`src/rtl/fcr_pkg.sv`:
```
package fcr_pkg;

  localparam int unsigned IDX_W       = 7;
  localparam int unsigned MAX_PAYLOAD = 64;
  localparam int unsigned LEAD_DEPTH  = 5;
  localparam int unsigned LEAD_IDX_W  = $clog2(LEAD_DEPTH);

  localparam logic [7:0] HEAD_BYTE = 8'h61;
  localparam logic [7:0] TAIL_BYTE = 8'h23;

  localparam logic [3:0][7:0] WORD_OPEN  = {8'h6E, 8'h65, 8'h70, 8'h6F};
  localparam logic [4:0][7:0] WORD_CLOSE = {8'h65, 8'h73, 8'h6F, 8'h6C, 8'h63};

  typedef enum logic [1:0] {
    STATUS_OK       = 2'd0,
    STATUS_BAD_TAIL = 2'd1,
    STATUS_BAD_SUM  = 2'd2,
    STATUS_TOO_LONG = 2'd3
  } fcr_status_t;

  typedef enum logic [1:0] {
    CMD_NONE  = 2'd0,
    CMD_OPEN  = 2'd1,
    CMD_CLOSE = 2'd2
  } fcr_cmd_t;

  typedef struct packed {
    logic        frame_done;
    fcr_status_t frame_status;
    fcr_cmd_t    command_seen;
    logic        relay_request;
  } fcr_result_t;

endpackage

```
`src/rtl/framed_command_receiver_top.sv`:
```
// Framed command receiver.
// The in_ channel carries one received serial byte per transaction. The parser
// hunts for the head byte, reads a length, the payload, an XOR checksum and
// the tail, and keeps a relay flag that a good "open" frame sets and a good
// "close" frame clears.
// Every accepted byte yields exactly one transaction on the out_ channel: the
// frame-done flag, the frame status, the command seen and the relay flag.
// The byte is captured in an input register, parsed, and the result is
// presented from an output register.
// Throughput is one byte per cycle while the receiver keeps out_ready high.
// When the receiver holds out_ready low the output register keeps its
// transaction, the input register fills, and in_ready then falls; bytes are
// never dropped. A new byte is accepted in the same cycle a finished result
// is taken.
// Reset (rst_n low, synchronous) empties both registers, returns the parser
// to hunting for a head byte and turns the relay flag off.
module framed_command_receiver_top
  import fcr_pkg::*;
(
  input  logic       clk,
  input  logic       rst_n,
  input  logic       in_valid,
  output logic       in_ready,
  input  logic [7:0] in_rx_byte,
  output logic       out_valid,
  input  logic       out_ready,
  output logic       out_frame_done,
  output logic [1:0] out_frame_status,
  output logic [1:0] out_command_seen,
  output logic       out_relay_request
);

  logic        in_valid_r;
  logic [7:0]  in_byte_r;
  logic        out_valid_r;
  fcr_result_t out_result_r;
  fcr_result_t step_result;
  logic        advance;

  assign advance  = in_valid_r && (!out_valid_r || out_ready);
  assign in_ready = !in_valid_r || advance;

  fcr_parser u_parser (
    .clk     (clk),
    .rst_n   (rst_n),
    .step_en (advance),
    .rx_byte (in_byte_r),
    .result  (step_result)
  );

  always_ff @(posedge clk) begin
    if (!rst_n) begin
      in_valid_r <= 1'b0;
    end else if (in_valid && in_ready) begin
      in_valid_r <= 1'b1;
    end else if (advance) begin
      in_valid_r <= 1'b0;
    end
  end

  always_ff @(posedge clk) begin
    if (in_valid && in_ready) begin
      in_byte_r <= in_rx_byte;
    end
  end

  always_ff @(posedge clk) begin
    if (!rst_n) begin
      out_valid_r <= 1'b0;
    end else if (advance) begin
      out_valid_r <= 1'b1;
    end else if (out_ready) begin
      out_valid_r <= 1'b0;
    end
  end

  always_ff @(posedge clk) begin
    if (advance) begin
      out_result_r <= step_result;
    end
  end

  assign out_valid         = out_valid_r;
  assign out_frame_done    = out_result_r.frame_done;
  assign out_frame_status  = out_result_r.frame_status;
  assign out_command_seen  = out_result_r.command_seen;
  assign out_relay_request = out_result_r.relay_request;

endmodule

```
`src/rtl/fcr_parser.sv`:
```
module fcr_parser
  import fcr_pkg::*;
(
  input  logic        clk,
  input  logic        rst_n,
  input  logic        step_en,
  input  logic [7:0]  rx_byte,
  output fcr_result_t result
);

  logic [IDX_W-1:0] byte_index_r, byte_index_nxt;
  logic [IDX_W-1:0] payload_length_r, payload_length_nxt;
  logic [7:0]       running_xor_r, running_xor_nxt;
  logic             checksum_matched_r, checksum_matched_nxt;
  logic             relay_flag_r, relay_flag_nxt;
  logic [7:0]       leading_payload_r [LEAD_DEPTH];

  logic [IDX_W:0]      sum_end;
  logic [IDX_W-1:0]    pos;
  logic                lead_we;
  logic [LEAD_IDX_W-1:0] lead_pos;
  logic                open_match;
  logic                close_match;

  assign sum_end = {1'b0, payload_length_r} + (IDX_W + 1)'(2);
  assign pos     = byte_index_r - IDX_W'(2);

  always_comb begin
    open_match = (payload_length_r >= IDX_W'(4));
    for (int i = 0; i < 4; i++) begin
      if (leading_payload_r[i] != WORD_OPEN[i]) begin
        open_match = 1'b0;
      end
    end
    close_match = (payload_length_r >= IDX_W'(5));
    for (int i = 0; i < 5; i++) begin
      if (leading_payload_r[i] != WORD_CLOSE[i]) begin
        close_match = 1'b0;
      end
    end
  end

  always_comb begin
    byte_index_nxt       = byte_index_r;
    payload_length_nxt   = payload_length_r;
    running_xor_nxt      = running_xor_r;
    checksum_matched_nxt = checksum_matched_r;
    relay_flag_nxt       = relay_flag_r;
    lead_we              = 1'b0;
    lead_pos             = pos[LEAD_IDX_W-1:0];
    result.frame_done    = 1'b0;
    result.frame_status  = STATUS_OK;
    result.command_seen  = CMD_NONE;

    if (byte_index_r == '0) begin
      if (rx_byte == HEAD_BYTE) begin
        running_xor_nxt      = HEAD_BYTE;
        checksum_matched_nxt = 1'b0;
        byte_index_nxt       = IDX_W'(1);
      end
    end else if (byte_index_r == IDX_W'(1)) begin
      if (rx_byte > 8'(MAX_PAYLOAD)) begin
        result.frame_done   = 1'b1;
        result.frame_status = STATUS_TOO_LONG;
        byte_index_nxt      = '0;
      end else begin
        payload_length_nxt = rx_byte[IDX_W-1:0];
        running_xor_nxt    = running_xor_r ^ rx_byte;
        byte_index_nxt     = IDX_W'(2);
      end
    end else if ({1'b0, byte_index_r} < sum_end) begin
      lead_we         = (pos < IDX_W'(LEAD_DEPTH));
      running_xor_nxt = running_xor_r ^ rx_byte;
      byte_index_nxt  = byte_index_r + IDX_W'(1);
    end else if ({1'b0, byte_index_r} == sum_end) begin
      checksum_matched_nxt = (rx_byte == running_xor_r);
      byte_index_nxt       = byte_index_r + IDX_W'(1);
    end else begin
      result.frame_done = 1'b1;
      byte_index_nxt    = '0;
      if (rx_byte != TAIL_BYTE) begin
        result.frame_status = STATUS_BAD_TAIL;
      end else if (!checksum_matched_r) begin
        result.frame_status = STATUS_BAD_SUM;
      end else if (open_match) begin
        result.command_seen = CMD_OPEN;
        relay_flag_nxt      = 1'b1;
      end else if (close_match) begin
        result.command_seen = CMD_CLOSE;
        relay_flag_nxt      = 1'b0;
      end
    end

    result.relay_request = relay_flag_nxt;
  end

  always_ff @(posedge clk) begin
    if (!rst_n) begin
      byte_index_r       <= '0;
      payload_length_r   <= '0;
      running_xor_r      <= '0;
      checksum_matched_r <= 1'b0;
      relay_flag_r       <= 1'b0;
    end else if (step_en) begin
      byte_index_r       <= byte_index_nxt;
      payload_length_r   <= payload_length_nxt;
      running_xor_r      <= running_xor_nxt;
      checksum_matched_r <= checksum_matched_nxt;
      relay_flag_r       <= relay_flag_nxt;
    end
  end

  always_ff @(posedge clk) begin
    if (step_en && lead_we) begin
      leading_payload_r[lead_pos] <= rx_byte;
    end
  end

endmodule

```
`config.mk`:
```
export PLATFORM = sky130hd
export DESIGN_NAME = framed_command_receiver_top
export DESIGN_NICKNAME = d
export VERILOG_FILES = /design/src/rtl/fcr_pkg.sv /design/src/rtl/framed_command_receiver_top.sv /design/src/rtl/fcr_parser.sv
export SDC_FILE = /design/constraint.sdc
export NUM_CORES = 1
export LEC_CHECK = 0
export ABC_AREA = 1
export ABC_CLOCK_PERIOD_IN_PS = 2800
export BUFFER_PORTS_ARGS = -buffer_cell sky130_fd_sc_hd__buf_2
export CORE_MARGIN = 4
export CORE_UTILIZATION = 40
export DETAILED_ROUTE_END_ITERATION = 12
export PLACE_DENSITY = 0.65
export SLEW_MARGIN = 10
export SYNTH_ARGS = -nofsm -noshare
export SYNTH_HDL_FRONTEND = slang
export SYNTH_SLANG_ARGS = --single-unit
```
`constraint.sdc`:
```
create_clock -name clk -period 2.8 [get_ports clk]
set_input_delay 0.28 -clock clk [delete_from_list [all_inputs] [get_ports clk]]
set_output_delay 0.28 -clock clk [all_outputs]
set_load 0.02 [all_outputs]
```
==> flow_summary_export.csv, run 1 <==
group,metric,value,unit
outcome,run_status,"completed",
logic_synthesis,synth_top_family_by_area,"simple AND/OR/NAND/NOR gates",
detailed_routing,totalWireLength,8.25,mm
global_route,number_of_antenna_violations_at_the_first_check_in_global_routing,0,
worst_setup_path,crit_required,2860,ps
cts,clk_latency,340,ps
finish,n_antenna_cell,0,
logic_synthesis,synth.avg_cell_area,9.37,um2
worst_setup_path,startpoint_type,"flop",
sta,finalSetupTns,0,ps
finish,layout.cells.most_common,"nand2_1",
placed_design,place_congestion,0.903,
logic_synthesis,synth_simple_gate_area_share,0.235,
detailed_routing,drc,0,
logic_synthesis,synth.cell_area,3800,um2
cts,tritoncts.num_buffers,9,
cts,htreeDepth,3,
logic_synthesis,count_of_warnings_emitted_by_yosys,0,
logic_synthesis,synth-compound-area-share,0.0616,
sta,finalMaxSlewViolations,0,
worst_setup_path,critPathCaptureType,"flop",
global_route,globalRoute.totalOverflow,0,
floorplanning,fp-row-count,35,
worst_hold_path,worst_hold_path_type,"in2reg",
detailed_routing,detailroute.via_count,2854,
sta,final.min_clock_period,2580,ps
floorplanning,dieWidth,105,um
logic_synthesis,multiplexer_area_fraction_after_synthesis,0,
placed_design,post-dp-hpwl,5.87,mm
global_route,maximum_number_of_pins_on_one_net_before_global_route_repair,15,
floorplanning,design.core.area,9240,um2
placed_design,placement.io_buffers,19,
worst_setup_path,r2r_start,"u_parser.payload_length_r[1]$_SDFFE_PN0P_",
detailed_routing,post_drt_wl_per_cell,14.3,um
sta,final_worst_path_period_share,0.921,
global_route,via_count_of_the_first_global_routing_pass,2804,
worst_setup_path,worstPathArrival,2640,ps
sta,skew_final,4.09,ps
detailed_routing,drtIter0Drc,248,
cts,tritoncts_clock_tree,"yes",
logic_synthesis,postSynthNetCount,429,
floorplanning,chipHeight,105,um
logic_synthesis,yosys.area_share.adder,0.0396,
worst_setup_path,setup.worst_path.start,"u_parser.payload_length_r[1]$_SDFFE_PN0P_",
placed_design,dpl.cell_count,558,
sta,finalHoldViolations,0,
finish,drive_gt1_frac,0.185,
finish,fin_nets,468,
detailed_routing,avgViaCountPerCell,4.94,
finish,finalNonFillerCells,578,
detailed_routing,dr.pass1.iters,5,
power_and_ir_drop,powerDensity,512,nW/um2
floorplanning,fp.dieArea,11100,um2
sta,tightestPinTransition,615,ps
worst_setup_path,worst-path-max-fanout,8,
sta,rsz0062_at_grt,"no",
worst_hold_path,worstHoldStart,"in_rx_byte[7]",
power_and_ir_drop,power_leakage,1.68,nW
global_route,global_route_wire_length_before_repair,13.6,mm
cts,cts.sinks,80,
floorplanning,num_io_pins,20,
sta,slew_headroom,0.590,
sta,finalSetupViolations,0,
job,max-cap-violations,0,
cts,cts-root-to-sink-buffers,2,
logic_synthesis,synthesis.instances,405,
finish,most-common-layout-cells,"nand2_1, nor2_1, edfxtp_1",
logic_synthesis,yosysSeqAreaShare,0.564,
worst_setup_path,timing.setup.critical_path_class,"reg2reg",
cts,cts_root_buf,"clkbuf_8",
global_route,globalRouteTotalUtil,0.156,
cts,path_clk_slew,80,ps
logic_synthesis,synth_xor_area_frac,0.0346,
sta,fmax,388,MHz
logic_synthesis,library_cells_used_by_synthesis,33,
logic_synthesis,synth_seq_cells,80,
floorplanning,initial_core_utilization,0.411,
detailed_routing,final_antenna_net_count,0,
finish,area_growth,16.5,%
power_and_ir_drop,irDropWorstVdd,0.322,mV
## synth_stat cells
cell type / count / area share
buf_4: 2 / 0.0040
buf_2: 2 / 0.0026
a21oi_4: 1 / 0.0043
a31oi_1: 1 / 0.0016
nand3_1: 25 / 0.033
o21ai_0: 9 / 0.012
nor2_1: 60 / 0.059
nand2_2: 4 / 0.0066
a21boi_1: 1 / 0.0020
inv_1: 48 / 0.047
nand3_2: 2 / 0.0053
o21ai_1: 3 / 0.0040
nor3_1: 12 / 0.016
o21bai_1: 1 / 0.0020
ha_1: 12 / 0.040
nor2_2: 5 / 0.0082
o31ai_1: 1 / 0.0020
nand2_1: 70 / 0.069
clkinv_1: 1 / 0.00099
buf_6: 2 / 0.0059
a21oi_2: 1 / 0.0023
edfxtp_1: 54 / 0.43
nor3b_2: 1 / 0.0033
xor2_1: 8 / 0.018
nor2_4: 2 / 0.0059
dfxtp_1: 26 / 0.14
xnor2_1: 7 / 0.016
nand3b_1: 1 / 0.0020
inv_2: 4 / 0.0040
or2_2: 1 / 0.0016
a21oi_1: 24 / 0.032
nor4_2: 1 / 0.0033
nand4_1: 13 / 0.021
## layout make-up
class	instances	area (um2)
Inverter	53	199
Clock inverter	5	81.3
Clock buffer	11	131
Tap cell	129	161
Timing Repair Buffer	34	211
Multi-Input combinational cell	266	1490
Sequential cell	80	2150
Fill cell	868	4820
## report_power, final
part	switching [mW]	total [mW]	internal [mW]
sequential	0.0154	1.28	1.27
clock	0.405	0.909	0.503
combinational	0.0474	0.0711	0.0237
total	0.468	2.26	1.80
## path summary, 6_finish.rpt
path / end / slack [ps] / cells after the start
worst max-delay path: u_parser.leading_payload_r[0][5]$_DFFE_PP_ / 220 / 13
worst min-delay path: in_byte_r[7]$_DFFE_PP_ / 100 / 1
worst max register to register: u_parser.leading_payload_r[0][5]$_DFFE_PP_ / 220 / 13
worst min register to register: u_parser.running_xor_r[2]$_SDFFE_PN0P_ / 480 / 2
## per-stage QoR
step                total power [mW]  setup WS (ps)   util  area (um2)  hold WS [ps]
floorplan                       1.35           74.4      -        3800           379
CTS                             2.29            108  0.465        4300          89.2
global route                    2.35           14.7  0.479        4420          78.9
global placement                1.39            195  0.442        4090           457
finish                          2.26            220  0.479        4420           104
detailed placement              1.39            126  0.442        4090           458
## sequential cells by signal, summed over array words and instances, names as in the netlist
name                         flops
out_frame_status                 2
out_valid                        1
out_command_seen                 2
u_parser.checksum_matched_r      1
in_byte_r                        8
out_relay_request                1
u_parser.relay_flag_r            1
u_parser.byte_index_r            7
in_valid_r                       1
u_parser.running_xor_r           8
out_frame_done                   1
u_parser.leading_payload_r      40
u_parser.payload_length_r        7
## cell families (layout without fill, tap and decap cells)
family,count (synthesis),after routing
DFF,80,80
adders and majority gates,12,12
AOI/OAI and AO/OA,42,42
and+or+nand+nor,197,197
buffers and inverters,59,103
xor gates and xnor gates,15,15
## worst max-delay path: stages, from the launching register on
cell and delay (ps):
dfxtp_4 400, nand3_4 90, nor2_2 100, nand2_1 60
xor2_1 140, ha_1 340, nand3_1 100, a21oi_1 50
nand2_1 120, nand2_4 80, nor4_4 290, nand2_2 160
nor3_4 210, buf_6 160
## repair_timing
item	4_1_cts	5_1_grt
hold buffers	0	0
endpoints found under the hold margin	0	0
resized for setup	0	23
setup endpoints to repair	0	41
buffers inserted	0	4
## layer usage
metal / track usage / share of wire / vias up
met1: 0.195 / 0.43 / 1342
met4: 0.0675 / 0.019 / 0
met3: 0.0349 / 0.054 / 15
met2: 0.260 / 0.49 / 70
met5: 0 / 0 / -
li1: - / - / 1427
(Power assumes the default switching activity.)
==> run 2, diff against run 1 <==
--- a/config.mk
+++ b/config.mk
@@ -11,6 +11,7 @@
 export CORE_MARGIN = 4
 export CORE_UTILIZATION = 40
 export DETAILED_ROUTE_END_ITERATION = 12
+export MAX_ROUTING_LAYER = met4
 export PLACE_DENSITY = 0.65
 export SLEW_MARGIN = 10
 export SYNTH_ARGS = -nofsm -noshare
==> flow_summary_export.csv, run 2 (same netlist as run 1, synthesis figures left out) <==
group,metric,value,unit
placed_design,placement.io_buffers,19,
finish,area_growth,16.5,%
sta,finalSetupViolations,0,
outcome,run_status,"completed",
sta,rsz0062_at_grt,"no",
global_route,globalRoute.totalOverflow,0,
finish,top_regs,"u_parser.leading_payload_r x40, in_byte_r x8, u_parser.running_xor_r x8",
detailed_routing,avgViaCountPerCell,4.94,
power_and_ir_drop,powerDensity,512,nW/um2
cts,htreeDepth,3,
finish,filler_cell_count,868,
worst_setup_path,worstPathArrival,2640,ps
finish,n_antenna_cell,0,
global_route,maximum_number_of_pins_on_one_net_before_global_route_repair,15,
floorplanning,dieWidth,105,um
sta,skew_final,4.11,ps
global_route,globalRouteTotalUtil,0.161,
floorplanning,initial_core_utilization,0.411,
sta,fmax,388,MHz
placed_design,dpl-instance-area,4090,um2
detailed_routing,drc,0,
cts,cts-root-to-sink-buffers,2,
worst_setup_path,timing.setup.critical_path_class,"reg2reg",
detailed_routing,drtIter0Drc,256,
sta,final_worst_path_period_share,0.922,
power_and_ir_drop,irDropWorstVdd,0.322,mV
finish,most-common-layout-cells,"nand2_1, nor2_1, edfxtp_1",
placed_design,dpl.cell_count,558,
finish,largest_register_ffs,40,
worst_setup_path,worst-path-max-fanout,8,
finish,layout.cells.most_common,"nand2_1",
cts,path_clk_slew,80,ps
worst_hold_path,worst_hold_path_type,"in2reg",
sta,finalHoldViolations,0,
power_and_ir_drop,report.power.total,2.26,mW
sta,slew_headroom,0.590,
sta,tightestPinTransition,614,ps
cts,cts_root_buf,"clkbuf_8",
finish,largest-register,"u_parser.leading_payload_r",
placed_design,place_congestion,0.918,
worst_setup_path,startpoint_type,"flop",
floorplanning,design.core.area,9240,um2
floorplanning,num_io_pins,20,
placed_design,post-dp-hpwl,5.87,mm
finish,drive_gt1_frac,0.185,
global_route,via_count_of_the_first_global_routing_pass,2801,
cts,tritoncts_clock_tree,"yes",
finish,post_route_cell_area,4420,um2
job,max-cap-violations,0,
worst_setup_path,critPathCaptureType,"flop",
floorplanning,fp.dieArea,11100,um2
sta,final.min_clock_period,2580,ps
cts,cts.sinks,80,
cts,tritoncts.num_buffers,9,
power_and_ir_drop,power_leakage,1.68,nW
detailed_routing,detailroute.via_count,2856,
finish,fin_nets,468,
cts,clk_latency,340,ps
detailed_routing,final_antenna_net_count,0,
finish,finalNonFillerCells,578,
sta,finalSetupTns,0,ps
detailed_routing,totalWireLength,8.26,mm
floorplanning,fp-row-count,35,
global_route,number_of_antenna_violations_at_the_first_check_in_global_routing,0,
detailed_routing,dr.pass1.iters,5,
detailed_routing,post_drt_wl_per_cell,14.3,um
floorplanning,chipHeight,105,um
sta,finalMaxSlewViolations,0,
global_route,global_route_wire_length_before_repair,13.6,mm
worst_setup_path,crit_required,2860,ps
finish,post-route-util,0.479,
## run 2: cell counts in the layout (fill, tap and decap cells not counted)
No cell type changed its count.
## run 2: what timing repair did
item                                    CTS  global route
hold endpoints to repair                  0             0
buffers inserted                          0             4
gates resized for setup                   0            23
hold buffers                              0             0
endpoints found under the setup margin    0            41
## run 2: metrics by stage
stage / hold WS (ps) / setup slack [ps]
final: 104 / 220
after CTS: 89.2 / 108
after detailed placement: 458 / 126
after global placement: 457 / 195
after floorplan: 379 / 74.4
after global routing: 78.9 / 14.7
## run 2: power by group
| part | switching, mW | total [mW] | internal, mW |
|---|---|---|---|
| clock network | 0.405 | 0.909 | 0.503 |
| registers | 0.0154 | 1.28 | 1.27 |
| logic | 0.0474 | 0.0711 | 0.0237 |
| total | 0.468 | 2.26 | 1.80 |
## run 2: final cells by class
type	instances	area (um2)	area share
inverters	53	199	0.0450
repair buffers	34	211	0.0478
clock buffers	11	131	0.0297
clock inverters	5	81.3	0.0184
flip-flops and latches	80	2150	0.487
multi-input cells	266	1490	0.336
well taps	129	161	0.0365
## run 2: routing by layer
metal  GRT usage  vias up  wire (um)
li1            -     1427          -
met1       0.195     1345       3580
met2       0.260       69       4080
met3      0.0349       15        442
met4      0.0675        0        155
met5           -        -          0
## run 2: final timing paths
path | to | start | cells after the start | slack, ps
min | in_byte_r[7]$_DFFE_PP_ | in_rx_byte[7] | 1 | 100
max reg2reg | u_parser.leading_payload_r[0][5]$_DFFE_PP_ | u_parser.payload_length_r[1]$_SDFFE_PN0P_ | 13 | 220
min reg2reg | u_parser.running_xor_r[2]$_SDFFE_PN0P_ | u_parser.running_xor_r[2]$_SDFFE_PN0P_ | 2 | 480
max | u_parser.leading_payload_r[0][5]$_DFFE_PP_ | u_parser.payload_length_r[1]$_SDFFE_PN0P_ | 13 | 220
## run 2: worst max-delay path, cell delays in order (launching register included)
cell     delay, ps
dfxtp_4        400
nand3_4         90
nor2_2         100
nand2_1         60
xor2_1         140
ha_1           340
nand3_1        100
a21oi_1         50
nand2_1        120
nand2_4         80
nor4_4         290
nand2_2        160
nor3_4         210
buf_6          160
==> run 3, diff against run 2 <==
--- a/config.mk
+++ b/config.mk
@@ -8,7 +8,7 @@
 export ABC_AREA = 1
 export ABC_CLOCK_PERIOD_IN_PS = 2800
 export BUFFER_PORTS_ARGS = -buffer_cell sky130_fd_sc_hd__buf_2
-export CORE_MARGIN = 4
+export CORE_MARGIN = 2
 export CORE_UTILIZATION = 40
 export DETAILED_ROUTE_END_ITERATION = 12
 export MAX_ROUTING_LAYER = met4
==> flow_summary_export.csv, run 3 (same netlist as run 1, synthesis figures left out) <==
group,metric,value,unit
global_route,global_route_wire_length_before_repair,13.3,mm
worst_setup_path,cpPeakStageDelay,380,ps
power_and_ir_drop,internal,1.89,mW
cts,cts_root_buf,"clkbuf_8",
floorplanning,fp.dieArea,10300,um2
power_and_ir_drop,powerDensity,547,nW/um2
sta,slew_headroom,0.600,
sta,rsz0062_at_grt,"no",
cts,path_clk_slew,80,ps
detailed_routing,drc,0,
worst_setup_path,worstPathCellList,"nand3_1, nor2_1, nand2_1, xor2_1, ha_1, a21oi_2, nand2_1, nand2_1, nand2_2, nor4_4, nand2_1, nor3_1, buf_4",
finish,n_antenna_cell,0,
floorplanning,dieWidth,101,um
sta,final_worst_path_period_share,0.918,
worst_setup_path,critical-path-top-cell-by-count,"nand2_1",
finish,drive_gt1_frac,0.165,
sta,finalHoldViolations,0,
placed_design,place_congestion,0.868,
global_route,number_of_antenna_violations_at_the_first_check_in_global_routing,0,
worst_setup_path,worstPathArrival,2650,ps
detailed_routing,post_drt_wl_per_cell,14.1,um
worst_setup_path,critical-path-top-delay-family,"simple AND/OR/NAND/NOR gates",
cts,cts-root-to-sink-buffers,2,
finish,top_regs,"u_parser.leading_payload_r x40, in_byte_r x8, u_parser.running_xor_r x8",
worst_setup_path,worst-path-buf-inv,1,
global_route,globalRoute.totalOverflow,0,
placed_design,post-dp-hpwl,5.73,mm
power_and_ir_drop,switching_power,0.490,mW
finish,area_growth,14.4,%
cts,htreeDepth,3,
detailed_routing,totalWireLength,8.08,mm
floorplanning,design.core.area,9240,um2
placed_design,placement.io_buffers,19,
finish,multi_input_logic_area,1440,um2
global_route,maximum_number_of_pins_on_one_net_before_global_route_repair,15,
power_and_ir_drop,power_frac_comb,0.029,
worst_setup_path,crit_required,2880,ps
power_and_ir_drop,power_leakage,1.66,nW
power_and_ir_drop,irDropWorstVdd,0.374,mV
finish,largest-register,"u_parser.leading_payload_r",
power_and_ir_drop,clock_power_share,0.429,
cts,hold_buffers,0,
sta,tightestPinTransition,599,ps
cts,post_cts.repair.setup_buffers,0,
floorplanning,num_io_pins,20,
sta,final.min_clock_period,2570,ps
cts,tritoncts.num_buffers,9,
finish,most-common-layout-cells,"nand2_1, nor2_1, edfxtp_1",
sta,finalSetupViolations,0,
sta,finalSetupTns,0,ps
global_route,globalRouteTotalUtil,0.179,
detailed_routing,dr.pass1.iters,4,
sta,finalMaxSlewViolations,0,
sta,fmax,389,MHz
detailed_routing,drtIter0Drc,188,
detailed_routing,avgViaCountPerCell,4.90,
power_and_ir_drop,power_switching_share,0.206,
finish,post-route-util,0.470,
finish,largest_register_ffs,40,
finish,sequential_cell_area,2150,um2
outcome,run_status,"completed",
worst_setup_path,worst_path_max_delay_cell,"dfxtp_2",
floorplanning,initial_core_utilization,0.411,
worst_setup_path,worst-path-max-fanout,8,
worst_setup_path,critPathCaptureType,"flop",
worst_setup_path,timing.setup.critical_path_class,"reg2reg",
finish,filler_cell_count,860,
worst_setup_path,startpoint_type,"flop",
floorplanning,chipHeight,101,um
sta,skew_final,8.10,ps
global_route,via_count_of_the_first_global_routing_pass,2736,
worst_hold_path,worst_hold_path_type,"in2reg",
job,max-cap-violations,0,
detailed_routing,detailroute.via_count,2798,
cts,tritoncts_clock_tree,"yes",
cts,cts_resized,0,
floorplanning,fp-row-count,35,
finish,fin_nets,462,
power_and_ir_drop,sequentialPowerShare,0.542,
cts,cts.sinks,80,
detailed_routing,final_antenna_net_count,0,
finish,layout.cells.most_common,"nand2_1",
cts,clk_latency,360,ps
==> run 3: worst paths after layout <==
check	from	slack [ps]	depth (start not counted)	endpoint
max	u_parser.payload_length_r[2]$_SDFFE_PN0P_	230	13	u_parser.leading_payload_r[3][6]$_DFFE_PP_
min	in_rx_byte[6]	90	1	in_byte_r[6]$_DFFE_PP_
max reg2reg	u_parser.payload_length_r[2]$_SDFFE_PN0P_	230	13	u_parser.leading_payload_r[3][6]$_DFFE_PP_
min reg2reg	u_parser.running_xor_r[7]$_SDFFE_PN0P_	480	2	u_parser.running_xor_r[7]$_SDFFE_PN0P_
==> run 3: per-layer routing <==
layer / GRT usage / part of all wire / wire, um
met1: 0.212 / 0.44 / 3570
met2: 0.293 / 0.50 / 4040
met4: 0.0925 / 0.025 / 200
met5: - / 0 / 0
met3: 0.0290 / 0.033 / 265
==> run 3: stage by stage <==
step	hold WS, ps	power, mW	setup slack, ps	instances	instance area [um2]
6_report	89.1	2.38	231	571	4340
5_1_grt	70.7	2.45	36.9	571	4340
4_1_cts	77.9	2.40	70.9	571	4310
3_5_place_dp	458	1.39	159	556	4070
3_3_place_gp	457	1.38	247	556	4070
2_1_floorplan	379	1.35	74.4	405	3800
==> run 3: power by group through the flow <==
| stage | registers [mW] | logic, mW | clock network, mW |
|---|---|---|---|
| after global placement | 1.32 | 0.0680 | 0 |
| after global routing | 1.29 | 0.0753 | 1.09 |
| after CTS | 1.29 | 0.0695 | 1.04 |
| final | 1.29 | 0.0683 | 1.02 |
| after detailed placement | 1.32 | 0.0690 | 0 |
| after floorplan | 1.32 | 0.0298 | 0 |
==> run 3: final cells by class <==
| type | instances | area share |
|---|---|---|
| multi-input combinational | 266 | 0.330 |
| timing repair buffer | 28 | 0.0374 |
| clock inverter | 6 | 0.0268 |
| inverter | 53 | 0.0458 |
| tap | 129 | 0.0372 |
| sequential | 80 | 0.494 |
| clock buffer | 9 | 0.0285 |
